## src/rtl/pel_pkg.sv

```systemverilog
// ============================================================================
// pel_pkg - shared types and constants for the polynomial easing unit
// Curve codes, the curve family decoded from them and the control group
// that travels down the pipeline beside the data.
// ============================================================================
`default_nettype none

package pel_pkg;

  // width of the curve selector
  localparam int CURVE_W = 4;

  // curve codes
  localparam logic [CURVE_W-1:0] CURVE_START_LAST = 4'd4;   // t^2 .. t^6
  localparam logic [CURVE_W-1:0] CURVE_STOP_FIRST = 4'd5;   // 1-(1-t)^2 ..
  localparam logic [CURVE_W-1:0] CURVE_STOP_LAST  = 4'd9;   // .. 1-(1-t)^6
  localparam logic [CURVE_W-1:0] CURVE_SS3        = 4'd10;  // smoothstep cubic
  localparam logic [CURVE_W-1:0] CURVE_SS5        = 4'd11;  // smootherstep
  localparam logic [CURVE_W-1:0] CURVE_HES3       = 4'd12;  // hesitate cubic
  localparam logic [CURVE_W-1:0] CURVE_HES5       = 4'd13;  // hesitate quintic

  // number of shared multiply stages (highest power is t^6)
  localparam int NUM_MUL_STAGES = 5;
  localparam int CNT_W = 3;

  // curve family, decides the operand of the last multiply and the finish
  typedef enum logic [2:0] {
    KIND_START,
    KIND_STOP,
    KIND_SS3,
    KIND_SS5,
    KIND_HES_UP,
    KIND_HES_DN,
    KIND_BAD
  } kind_t;

  // control group travelling with each item
  typedef struct packed {
    kind_t            kind;
    logic [CNT_W-1:0] cnt;   // multiplies still to do
  } ctrl_t;

endpackage

`default_nettype wire

```

## src/rtl/pel_prep.sv

```systemverilog
// ============================================================================
// pel_prep - front two pipeline stages
// Stage A clamps t, decodes the curve and forms the power base and the
// linear factor. Stage B folds the inner product of the quintic smoothstep.
// ============================================================================
`default_nettype none

module pel_prep #(
  parameter int FRAC_BITS = 16
) (
  input  wire logic                         clk,
  input  wire logic                         rst_n,
  input  wire logic                         up_valid,
  output logic                              up_ready,
  input  wire logic [pel_pkg::CURVE_W-1:0]  up_curve,
  input  wire logic [FRAC_BITS:0]           up_t,
  output logic                              dn_valid,
  input  wire logic                         dn_ready,
  output pel_pkg::ctrl_t                    dn_ctrl,
  output logic [FRAC_BITS:0]                dn_x,
  output logic [FRAC_BITS+3:0]              dn_aux
);
  import pel_pkg::*;

  localparam int XW = FRAC_BITS + 1;
  localparam int AW = FRAC_BITS + 4;
  localparam int MW = XW + AW;
  localparam logic [XW-1:0] ONE         = {1'b1, {FRAC_BITS{1'b0}}};
  localparam logic [AW-1:0] THREE_ONE   = AW'(3) << FRAC_BITS;
  localparam logic [AW-1:0] TEN_ONE     = AW'(10) << FRAC_BITS;
  localparam logic [AW-1:0] FIFTEEN_ONE = AW'(15) << FRAC_BITS;
  localparam logic [MW-1:0] HALF_LSB    = MW'(1) << (FRAC_BITS - 1);

  // stage A registers
  logic            a_vld_r;
  ctrl_t           a_ctrl_r, a_ctrl_nxt;
  logic [XW-1:0]   a_t_r, a_x_r, a_x_nxt;
  logic [AW-1:0]   a_aux_r, a_aux_nxt;
  logic            a_ready;

  // stage B registers
  logic            b_vld_r;
  ctrl_t           b_ctrl_r;
  logic [XW-1:0]   b_x_r;
  logic [AW-1:0]   b_aux_r, b_aux_nxt;

  logic [XW-1:0]   t_clamp;
  logic [XW:0]     t_twice;
  logic            hes_up;
  logic [AW-1:0]   t_wide;
  logic [MW-1:0]   inner_prod;
  logic [AW-1:0]   inner_mul;

  // handshake: a stage loads when empty or when it is being drained
  assign a_ready  = !b_vld_r || dn_ready;
  assign up_ready = !a_vld_r || a_ready;

  // clamp t and decode the curve
  always_comb begin
    t_clamp = (up_t > ONE) ? ONE : up_t;
    t_twice = {t_clamp, 1'b0};
    hes_up  = (t_twice >= (XW+1)'(ONE));
    t_wide  = AW'(t_clamp);

    a_ctrl_nxt.kind = KIND_BAD;
    a_ctrl_nxt.cnt  = '0;
    a_x_nxt         = t_clamp;
    a_aux_nxt       = '0;

    case (up_curve)
      CURVE_SS3: begin
        a_ctrl_nxt.kind = KIND_SS3;
        a_ctrl_nxt.cnt  = CNT_W'(2);
        a_aux_nxt       = THREE_ONE - (t_wide << 1);
      end
      CURVE_SS5: begin
        a_ctrl_nxt.kind = KIND_SS5;
        a_ctrl_nxt.cnt  = CNT_W'(3);
        a_aux_nxt       = FIFTEEN_ONE - ((t_wide << 2) + (t_wide << 1));
      end
      CURVE_HES3, CURVE_HES5: begin
        a_ctrl_nxt.kind = hes_up ? KIND_HES_UP : KIND_HES_DN;
        a_ctrl_nxt.cnt  = (up_curve == CURVE_HES3) ? CNT_W'(2) : CNT_W'(4);
        a_x_nxt         = hes_up ? XW'(t_twice - (XW+1)'(ONE))
                                 : XW'((XW+1)'(ONE) - t_twice);
      end
      default: begin
        if (up_curve <= CURVE_START_LAST) begin
          a_ctrl_nxt.kind = KIND_START;
          a_ctrl_nxt.cnt  = CNT_W'(up_curve + 4'd1);
        end else if (up_curve <= CURVE_STOP_LAST) begin
          a_ctrl_nxt.kind = KIND_STOP;
          a_ctrl_nxt.cnt  = CNT_W'(up_curve - CURVE_STOP_FIRST + 4'd1);
          a_x_nxt         = ONE - t_clamp;
        end
      end
    endcase
  end

  // stage A
  always_ff @(posedge clk) begin
    if (!rst_n) begin
      a_vld_r <= 1'b0;
    end else if (up_ready) begin
      a_vld_r <= up_valid;
    end
  end

  always_ff @(posedge clk) begin
    if (up_ready && up_valid) begin
      a_ctrl_r <= a_ctrl_nxt;
      a_t_r    <= t_clamp;
      a_x_r    <= a_x_nxt;
      a_aux_r  <= a_aux_nxt;
    end
  end

  // inner term of the quintic smoothstep: 10 - t*(15 - 6t)
  always_comb begin
    inner_prod = MW'(a_t_r) * MW'(a_aux_r) + HALF_LSB;
    inner_mul  = inner_prod[FRAC_BITS +: AW];
    b_aux_nxt  = (a_ctrl_r.kind == KIND_SS5) ? (TEN_ONE - inner_mul) : a_aux_r;
  end

  // stage B
  always_ff @(posedge clk) begin
    if (!rst_n) begin
      b_vld_r <= 1'b0;
    end else if (a_ready) begin
      b_vld_r <= a_vld_r;
    end
  end

  always_ff @(posedge clk) begin
    if (a_ready && a_vld_r) begin
      b_ctrl_r <= a_ctrl_r;
      b_x_r    <= a_x_r;
      b_aux_r  <= b_aux_nxt;
    end
  end

  assign dn_valid = b_vld_r;
  assign dn_ctrl  = b_ctrl_r;
  assign dn_x     = b_x_r;
  assign dn_aux   = b_aux_r;

endmodule

`default_nettype wire

```

## config.mk

```make
export PLATFORM = sky130hd
export DESIGN_NAME = pel_prep
export DESIGN_NICKNAME = d
export VERILOG_FILES = /design/src/rtl/pel_pkg.sv /design/src/rtl/pel_prep.sv
export SDC_FILE = /design/constraint.sdc
export NUM_CORES = 1
export LEC_CHECK = 0
export BUFFER_PORTS_ARGS = -buffer_cell sky130_fd_sc_hd__buf_2
export CORE_MARGIN = 5
export CORE_UTILIZATION = 55
export DETAILED_ROUTE_END_ITERATION = 7
export PLACE_DENSITY = 0.74
export SLEW_MARGIN = 5
export SYNTH_ARGS = -nofsm -noshare
export SYNTH_HDL_FRONTEND = slang
export SYNTH_SLANG_ARGS = --single-unit
```

## constraint.sdc

```tcl
create_clock -name clk -period 10.2 [get_ports clk]
set_clock_uncertainty 0.1 [all_clocks]
set_input_delay 2.04 -clock clk [delete_from_list [all_inputs] [get_ports clk]]
set_output_delay 2.04 -clock clk [all_outputs]
set_load 0.02 [all_outputs]
```

==> results of run 1 <==
## per-layer routing
| metal | vias up | routed length, µm | track usage, % |
|---|---|---|---|
| met1 | 5922 | 15800 | 31.8 |
| met4 | 0 | 1400 | 8.56 |
| li1 | 5523 | - | - |
| met3 | 79 | 2330 | 3.85 |
| met2 | 385 | 18100 | 39.5 |
| met5 | - | 0 | 0 |
## report_power, final
| group | leakage, µW | switching, µW | internal, µW |
|---|---|---|---|
| clock | 0.000141 | 169 | 170 |
| combinational | 0.00722 | 2570 | 1730 |
| sequential | 0.00102 | 60.9 | 527 |
| total | 0.00837 | 2800 | 2430 |
## sequential cells by signal, indices dropped and copies added (netlist names)
name	flops
dn_aux	20
dn_x	17
dn_ctrl	6
a_vld_r	1
a_ctrl_r	6
a_aux_r	19
a_t_r	17
dn_valid	1
a_x_r	17
## through the flow
step / power (µW) / hold slack [ns] / setup WS, ns
after CTS: 5220 / 0.325 / 2.05
after global placement: 4740 / 0.301 / 2.19
after detailed placement: 4860 / 0.307 / 2.08
after floorplan: 3910 / 0.300 / 2.48
final: 5220 / 0.323 / 2.05
after global routing: 5800 / 0.336 / 1.66
## cells in the mapped netlist, types with 5 or more instances
| cell | instances |
|---|---|
| nand2b_1 | 12 |
| nor2b_1 | 7 |
| and2_1 | 171 |
| o21ai_1 | 12 |
| a31oi_1 | 10 |
| edfxtp_1 | 102 |
| o22ai_1 | 8 |
| xnor2_1 | 39 |
| nor2_1 | 40 |
| o21a_1 | 8 |
| or3_1 | 6 |
| nor3_1 | 11 |
| fa_1 | 253 |
| inv_1 | 327 |
| ha_1 | 158 |
| nand3_1 | 9 |
| nand2_1 | 248 |
| nor3b_1 | 5 |
| clkbuf_1 | 66 |
| o221ai_1 | 14 |
| a21o_1 | 17 |
| xor2_1 | 25 |
| a211oi_1 | 8 |
| a21oi_1 | 37 |
| o211ai_1 | 6 |
| or4_1 | 5 |
| nand4_1 | 6 |
| and3_1 | 14 |
| o31ai_1 | 5 |
| o21ai_0 | 47 |
## logic make-up after synthesis
kind of cell	count (synthesis)	share of synthesized area, %
compound gates	202	8.21
xor+xnor	64	3.43
flops	104	19.0
buf+inv	395	9.17
mux	6	0.391
simple gates	549	16.7
fa+ha+maj	411	43.1
## layout make-up
cell class                 count  area share [%]
clock inverter                 6           0.291
sequential                   104            18.0
clock buffer                  10            1.33
tap                          390            2.83
antenna                        1          0.0145
multi-input combinational   1232            68.2
timing repair buffer          74            2.22
inverter                     327            7.13
## worst paths after layout
kind	startpoint	to
worst max-delay path	a_aux_r[12]$_SDFFCE_PP0P_	dn_aux[17]$_DFFE_PP_
worst min-delay path	a_x_r[4]$_DFFE_PP_	dn_x[4]$_DFFE_PP_
worst min register to register	a_x_r[4]$_DFFE_PP_	dn_x[4]$_DFFE_PP_
worst max register to register	a_aux_r[12]$_SDFFCE_PP0P_	dn_aux[17]$_DFFE_PP_
## layout by cell type (no fill, tap or decap), types with 8 or more instances in the layout
cell type | Yosys | layout
edfxtp_1 | 102 | 102
o21a_1 | 8 | 8
xor2_1 | 25 | 25
and2_1 | 171 | 170
xnor2_1 | 39 | 39
buf_2 | 0 | 69
nand2_1 | 248 | 248
and3_1 | 14 | 14
fa_1 | 253 | 253
a31oi_1 | 10 | 10
ha_1 | 158 | 158
a21o_1 | 17 | 17
a21oi_1 | 37 | 37
o221ai_1 | 14 | 14
a211oi_1 | 8 | 8
nor2_1 | 40 | 40
nand3_1 | 9 | 9
o22ai_1 | 8 | 8
clkbuf_16 | 0 | 9
nor3_1 | 11 | 11
o21ai_0 | 47 | 47
inv_1 | 327 | 327
nand2b_1 | 12 | 12
o21ai_1 | 12 | 12
==> metrics, run 1 <==
Detailed Route Iter0 Violations=827; post-route clock period utilization=79.9%; Setup TNS Final=0 ns; total of max-cap violations=0; clk_lat worst skew=0.35 ns; dpl hpwl=around 30000 µm; total track usage=23.8%; Final #Nets=2184; fill cell count=2561; min Tclk post-route=8.15 ns; Area Overhead vs Synth=5.46%; R2R Setup Slk=2.05 ns; io pins=70; layout cells sized above 1=5.99%; worst reg2reg path depth=22; CP top delay family=adder cells; startpoint class of the critical path=register; # H-tree levels=3; Hold Vio Cnt, Final=0; Mapped Avg Cell Area=approximately 9.4 µm²; Via Count=11900; Hold Crit Depth=0; Final Max Slew Viols=0; Critical Path Fanout Max=18; TritonCTS Buffers=9; CP most frequent cell=fa_1; Max transition margin=between 20% and 30%; register area=3100 µm²; Die Ht=182 µm; Initial Util=55.4%; initial antenna violation count=0; crit path DAT=8.15 ns; die area=33200 µm²; PwrDens=303 nW/µm²; CTS Sinks=104; synth top area cells=fa_1 (31%), edfxtp_1 (19%), ha_1 (12%); Die Width=~180 µm; drt first pass iters=5; area leader, netlist=fa_1; Synthesis Warnings=0; post-synth design cell area=16300 µm²; final WL=37700 µm; Yosys cell types=61; Post-synth EDFFs=a little over 100; Final Setup Violations=0; Site Rows=63; fmax=123 MHz; area of the multi-input gates=11700 µm²; Mapped Nets=2167; post-synthesis instance total=1731; most used flip-flop cell after synthesis=edfxtp_1; DR WL/cell=about 18 µm; postcts setup bufs=0; Placer Congestion=~0.9; post-route ant nets=0; RSZ-0062 raised after global routing=false; PortBufs=69; post-synth top area share=31.0%; type of the worst min-delay path=register to register; clock transition at the registers of the reported paths=0.08 ns; Crit path largest cell delay=0.73 ns; async set-reset flop share out of synthesis=0%; TritonCTS clock tree=built; crit end category=register; global-route wire length before repair=64100 µm; LEAKAGE=0.00837 µW; Worst Path Buf+Inv=4; core area=29500 µm²; total grt overflow=0; Non-Filler Instances=between 2000 and 2500; Vias/cell=5.55; WS Path Type=register to register; clk buf depth=2; cts repair resizes=0; Stages on worst setup path=22; placed cell area=16900 µm²; Worst VDD drop=395 µV; placed cells=2127; DRC=0; worst slew pin tran=1.18 ns; largest net degree at the start of global routing=60; post-synthesis sequential area ratio=between 10% and 20%; cts-stage hold buffer count=0; Worst EP required=a little over 10 ns; CP cell instances=and2_1, fa_1, inv_1, fa_1, fa_1, inv_1, fa_1, fa_1, inv_1, fa_1, inv_1, ha_1, a211oi_1, o21ai_0, a221o_1, o21a_1, or3_1, a2111o_1, or4_4, or3_1, xor2_1, o21ai_1; share of the core filled with cells=58.4%; CP max-delay cell=edfxtp_1; cell area after layout=17200 µm²; Root Buffer=clkbuf_16; status=finished, final reports clean; Synth Register Bits=104; number of global-route vias before repair=12700
(Power assumes the default switching activity.)
==> run 2, diff against run 1 <==
ABC_AREA = 1   (was not set)
PLACE_DENSITY = 0.77   (was 0.74)
clock period = 6.8 ns   (was 10.2 ns; I/O delays follow)
==> run 2 against run 1 <==
Effect of this change: worst hold slack better by 0.00078 ns; final area is 16% higher; area after synthesis is 8.0% higher; sequential cell count stayed put; fmax is 24% higher; total power is 99% higher; die area is 7.5% higher; register-to-register slack worse by 1.8 ns; largest power group unchanged.
==> metrics, run 2 <==
status=finished, final reports clean (unchanged); post-route ant nets=0 (unchanged); area leader, netlist=fa_1 (unchanged); dpl hpwl=38500 µm (was 29800 µm); Die Width=189 µm (was 182 µm); Placer Congestion=0.969 (was 0.909); Initial Util=55.7% (was 55.4%); synth top area cells=fa_1 (29%), edfxtp_1 (17%), nand2_1 (13%) (was fa_1 (31%), edfxtp_1 (19%), ha_1 (12%)); Final #Nets=2813 (was 2184); CTS Sinks=104 (unchanged); Vias/cell=5.35 (was 5.55); Final Setup Violations=0 (unchanged); Synth Register Bits=104 (unchanged); Detailed Route Iter0 Violations=1017 (was 827); initial antenna violation count=0 (unchanged); crit path DAT=6.63 ns (was 8.15 ns); post-synth top area share=28.7% (was 31.0%); Yosys cell types=49 (was 61); startpoint class of the critical path=register (unchanged); DR WL/cell=17.4 µm (was 17.6 µm); Hold Vio Cnt, Final=0 (unchanged); Worst VDD drop=510 µV (was 395 µV); min-delay src=a_x_r[1]$_DFFE_PP_ (was a_x_r[4]$_DFFE_PP_); synth cell count leaders=nand2_1 (621), inv_1 (603), fa_1 (253) (was inv_1 (327), fa_1 (253), nand2_1 (248)); Synthesis Warnings=0 (unchanged); async set-reset flop share out of synthesis=0% (unchanged); # H-tree levels=3 (unchanged); Power Total=10400 µW (was 5220 µW); Place WS=0.0198 ns (was 2.08 ns); final WL=48400 µm (was 37700 µm); type of the worst min-delay path=register to register (unchanged); CP max-delay cell=edfxtp_1 (unchanged); Mapped Nets=2693 (was 2167); cell area after layout=20000 µm² (was 17200 µm²); min Tclk post-route=6.60 ns (was 8.15 ns); number of global-route vias before repair=15700 (was 12700); post-synthesis instance total=2257 (was 1731); clk buf depth=2 (unchanged); total track usage=27.5% (was 23.8%); Hold Crit Depth=0 (unchanged); Critical R2R Capture=dn_aux[18]$_DFFE_PP_ (was dn_aux[17]$_DFFE_PP_); Mapped Avg Cell Area=7.81 µm² (was 9.43 µm²); LEAKAGE=0.0114 µW (was 0.00837 µW); Non-Filler Instances=2784 (was 2144); Setup TNS Final=0 ns (unchanged); WS Path Type=register to register (unchanged); most used flip-flop cell after synthesis=edfxtp_1 (unchanged); drt first pass iters=5 (unchanged); largest net degree at the start of global routing=60 (unchanged); Max transition margin=22.6% (was 21.0%); layout cells sized above 1=13.9% (was 5.99%); Reg-to-Reg Start=a_t_r[7]$_DFFE_PP_ (was a_aux_r[12]$_SDFFCE_PP0P_); Die Ht=189 µm (was 182 µm); Via Count=14900 (was 11900); PwrDens=518 nW/µm² (was 303 nW/µm²); placed cell area=19100 µm² (was 16900 µm²); Antenna diodes=0 (was 1); max reg flops=20 (unchanged); total of max-cap violations=0 (unchanged); clk_lat worst skew=0.37 ns (was 0.35 ns); commonest non-fill, non-tap cell in the layout=nand2_1 (was inv_1); total grt overflow=0 (unchanged); WHS Endpoint=dn_x[1]$_DFFE_PP_ (was dn_x[4]$_DFFE_PP_); Area Overhead vs Synth=13.6% (was 5.46%); fmax=152 MHz (was 123 MHz); PnR worst setup slack=0.204 ns (was 2.05 ns); Crit path largest cell delay=0.56 ns (was 0.73 ns); cts-stage hold buffer count=0 (unchanged); Worst EP required=6.83 ns (was 10.20 ns); post-synthesis sequential area ratio=17.6% (was 19.0%); DRC=0 (unchanged); TritonCTS Buffers=9 (unchanged); io pins=70 (unchanged); Post-synth EDFFs=102 (unchanged); placed cells=2738 (was 2127); core area=31600 µm² (was 29500 µm²); worst slew pin tran=1.16 ns (was 1.18 ns); Site Rows=65 (was 63); R2R Setup Slk=0.20 ns (was 2.05 ns); Final Max Slew Viols=0 (unchanged); crit end category=register (unchanged); Worst Setup SP=a_t_r[7]$_DFFE_PP_ (was a_aux_r[12]$_SDFFCE_PP0P_); TritonCTS clock tree=built (unchanged); count leader, synth=nand2_1 (was inv_1); Critical Path Fanout Max=6 (was 18); post-synth design cell area=17600 µm² (was 16300 µm²); most frequent cells in the layout=nand2_1 (601), inv_1 (599), fa_1 (249), ha_1 (145), edfxtp_1 (102) (was inv_1 (327), fa_1 (253), nand2_1 (248), and2_1 (170), ha_1 (158)); die area=35700 µm² (was 33200 µm²); worst reg2reg path depth=33 (was 22); PortBufs=69 (unchanged); global-route wire length before repair=78800 µm (was 64100 µm); clock transition at the registers of the reported paths=0.08 ns (about the same); post-route clock period utilization=97.0% (was 79.9%); Root Buffer=clkbuf_16 (unchanged)
## run 2: cell types whose count changed after synthesis, sizes merged, moves of 8 or more
cell / delta
a211oi: -8
a21o: -16
a21oi: +27
and2: -167
and3: -14
buf: +19
inv: +289
nand2: +397
nand2b: -12
nand3: +54
nor2: +48
xnor2: -31
## run 2: stage by stage
step | utilization [%] | hold WS [ns]
floorplan | - | 0.300
global placement | 60.3 | 0.305
detailed placement | 60.3 | 0.308
CTS | 61.5 | 0.326
global route | 63.3 | 0.332
finish | 63.3 | 0.324
## run 2: critical path: cells and delay by family, from the launching register on
family                     cells  cell delay [ns]
adders and majority gates      8             3.54
and+or+nand+nor               17             1.66
DFF                            1             0.56
buffers and inverters          8             0.50
## run 2: timing repair
action,4_1_cts,5_1_grt
setup buffers,5,25
hold endpoints to repair,0,0
resized for setup,0,76
pin swaps,0,33
setup endpoints to repair,1,15
gates cloned,0,0
## run 2: kinds of logic (layout without fill, tap and decap cells)
family                     Yosys count  in the layout  synth area share [%]
AOI/OAI and AO/OA                  177            177                  5.93
xor gates and xnor gates            34             34                  1.69
adders and majority gates          411            411                  39.9
buffers and inverters              701            826                  15.0
DFF                                104            104                  17.6
and+or+nand+nor                    830            830                  19.8
## run 2: layout make-up
cell class,instances,area [µm²]
inverters,617,2320
repair buffers,193,1580
clock buffers,9,225
well taps,402,503
multi-input cells,1452,12200
clock inverters,7,88.8
fillers,2656,11600
flip-flops and latches,104,3100
## run 2: how the worst max path moves through the flow
stage,to,cells past startpoint
4_1_cts,dn_aux[18]$_DFFE_PP_,33
2_1_floorplan,dn_aux[18]$_DFFE_PP_,33
3_5_place_dp,dn_aux[18]$_DFFE_PP_,31
5_1_grt,dn_aux[18]$_DFFE_PP_,34
3_3_place_gp,dn_aux[19]$_DFFE_PP_,28
6_report,dn_aux[18]$_DFFE_PP_,33
## run 2: where the power goes
| group | switching, µW | internal, µW |
|---|---|---|
| clock | 263 | 294 |
| sequential | 33.9 | 785 |
| combinational | 5480 | 3530 |
| total | 5770 | 4610 |
## run 2: routing by layer
layer	track usage, %	part of all wire (%)	up-vias
met5	0	0	-
met4	9.84	4.1	0
met3	4.24	7.0	155
met2	47.1	49	591
met1	35.5	40	7213
li1	-	-	6948
==> run 3, diff against run 2 <==
CORE_UTILIZATION = 34   (was 55)
PLACE_DENSITY = 0.53   (was 0.77)
==> run 3 against run 2 <==
Effect of this change: worst hold slack lost 0.0043 ns; sequential share of layout area is 0.47 points lower; setup slack improved by 0.046 ns; routed wire length grew 7.6%; largest cell class unchanged; combinational power rose by 7.6%; highest routed layer unchanged; critical endpoint unchanged; global-route usage down 9.3 points; final cell count grew 11%; first-iteration DRC count shrank 4.5%; non-clock buffer count rose by 23; clock power decreased by 7.9%.
==> metrics, run 3 (synthesis results as in run 2) <==
Final Setup Violations=0 (unchanged); min Tclk post-route=6.55 ns (was 6.60 ns); cts-stage hold buffer count=0 (unchanged); Area Overhead vs Synth=17.2% (was 13.6%); Final Max Slew Viols=0 (unchanged); final WL=52000 µm (was 48400 µm); crit path DAT=6.56 ns (was 6.63 ns); PwrDens=533 nW/µm² (was 518 nW/µm²); WS Path Type=register to register (unchanged); TritonCTS clock tree=built (unchanged); register area=3100 µm² (unchanged); clk_lat worst skew=0.35 ns (was 0.37 ns); total grt overflow=0 (unchanged); clk buf depth=2 (unchanged); Placer Congestion=0.902 (was 0.969); startpoint class of the critical path=register (unchanged); hold slack=0.319 ns (was 0.324 ns); CP top delay family=adder cells (unchanged); most frequent cells in the layout=nand2_1 (600), inv_1 (595), fa_1 (251), ha_1 (143), buf_4 (118) (was nand2_1 (601), inv_1 (599), fa_1 (249), ha_1 (145), edfxtp_1 (102)); Vias/cell=4.74 (was 5.35); initial antenna violation count=0 (unchanged); Via Count=14600 (was 14900); drt first pass iters=6 (was 5); Final #Nets=2836 (was 2813); status=finished, final reports clean (unchanged); layout cells sized above 1=15.1% (was 13.9%); crit end category=register (unchanged); Detailed Route Iter0 Violations=971 (was 1017); Root Buffer=clkbuf_16 (unchanged); CTS Sinks=104 (unchanged); TritonCTS Buffers=9 (unchanged); area of the multi-input gates=12300 µm² (was 12200 µm²); LEAKAGE=0.0115 µW (was 0.0114 µW); Initial Util=34.4% (was 55.7%); Worst VDD drop=468 µV (was 510 µV); # H-tree levels=3 (unchanged); post-route clock period utilization=96.3% (was 97.0%); PortBufs=69 (unchanged); number of global-route vias before repair=15100 (was 15700); Site Rows=83 (was 65); io pins=70 (unchanged); max reg flops=20 (unchanged); Power Total=11000 µW (was 10400 µW); total of max-cap violations=0 (unchanged); Max transition margin=38.4% (was 22.6%); DRC=0 (unchanged); worst slew pin tran=0.924 ns (was 1.16 ns); CP max-delay cell=fa_1 (was edfxtp_1); die area=56500 µm² (was 35700 µm²); core area=51300 µm² (was 31600 µm²); Crit path largest cell delay=0.54 ns (was 0.56 ns); commonest non-fill, non-tap cell in the layout=nand2_1 (unchanged); Critical Path Fanout Max=18 (was 6); type of the worst min-delay path=register to register (unchanged); Worst EP required=6.81 ns (was 6.83 ns); DR WL/cell=16.9 µm (was 17.4 µm); Worst Path Buf+Inv=9 (was 8); Die Ht=238 µm (was 189 µm); total track usage=18.1% (was 27.5%); dpl hpwl=42400 µm (was 38500 µm); fmax=153 MHz (was 152 MHz); largest net degree at the start of global routing=60 (unchanged); post-route ant nets=0 (unchanged); Hold Vio Cnt, Final=0 (unchanged); Die Width=238 µm (was 189 µm); global-route wire length before repair=82300 µm (was 78800 µm); clock transition at the registers of the reported paths=0.08 ns (about the same); fill cell count=5263 (was 2656)
## run 3: cell type report
class | instances | area share (%)
diodes | 1 | 0.0121
clock buffers | 9 | 1.09
clock inverters | 7 | 0.303
inverters | 617 | 11.2
multi-input cells | 1452 | 59.5
flip-flops and latches | 104 | 15.0
well taps | 680 | 4.12
repair buffers | 216 | 8.71
## run 3: timing repair
| item | CTS | global route |
|---|---|---|
| resized for setup | 0 | 93 |
| pin swaps | 0 | 38 |
| buffers inserted | 8 | 18 |
| gates cloned | 0 | 1 |
| endpoints found under the hold margin | 0 | 0 |
| setup endpoints to repair | 5 | 14 |
## run 3: stage by stage
step	cells	setup TNS [ns]	util, %	instance area, µm²	worst slack [ns]
2_1_floorplan	2257	0	-	17600	0.285
3_3_place_gp	3042	-0.00936	38.3	19700	-0.00936
3_5_place_dp	3042	-0.538	38.3	19700	-0.165
4_1_cts	3066	0	39.1	20100	0.0176
5_1_grt	3085	-0.0480	40.3	20700	-0.0390
6_report	3086	0	40.3	20700	0.250
## run 3: worst register-to-register path, delay by kind of cell (launching register included)
| family | cells | cell delay (ns) |
|---|---|---|
| DFF | 1 | 0.42 |
| buffers and inverters | 9 | 0.65 |
| adders and majority gates | 8 | 3.52 |
| and+or+nand+nor | 17 | 1.65 |
## run 3: path summary, 6_finish.rpt
path                                               start              endpoint  slack [ns]  cells past startpoint
worst max-delay path            a_aux_r[7]$_SDFFCE_PP0P_  dn_aux[18]$_DFFE_PP_        0.25                     34
worst max register to register  a_aux_r[7]$_SDFFCE_PP0P_  dn_aux[18]$_DFFE_PP_        0.25                     34
worst min-delay path                  a_x_r[7]$_DFFE_PP_     dn_x[7]$_DFFE_PP_        0.32                      0
worst min register to register        a_x_r[7]$_DFFE_PP_     dn_x[7]$_DFFE_PP_        0.32                      0
## run 3: per-layer routing
layer,part of all wire [%],GRT usage [%]
met5,0,0
met4,1.8,3.57
met3,4.0,0.905
met2,50,32.1
met1,44,24.9
## run 3: power by group
part	switching [µW]	internal [µW]	leakage, µW
Sequential	32.8	785	0.00102
Clock	256	257	0.000143
Combinational	5650	4030	0.0103
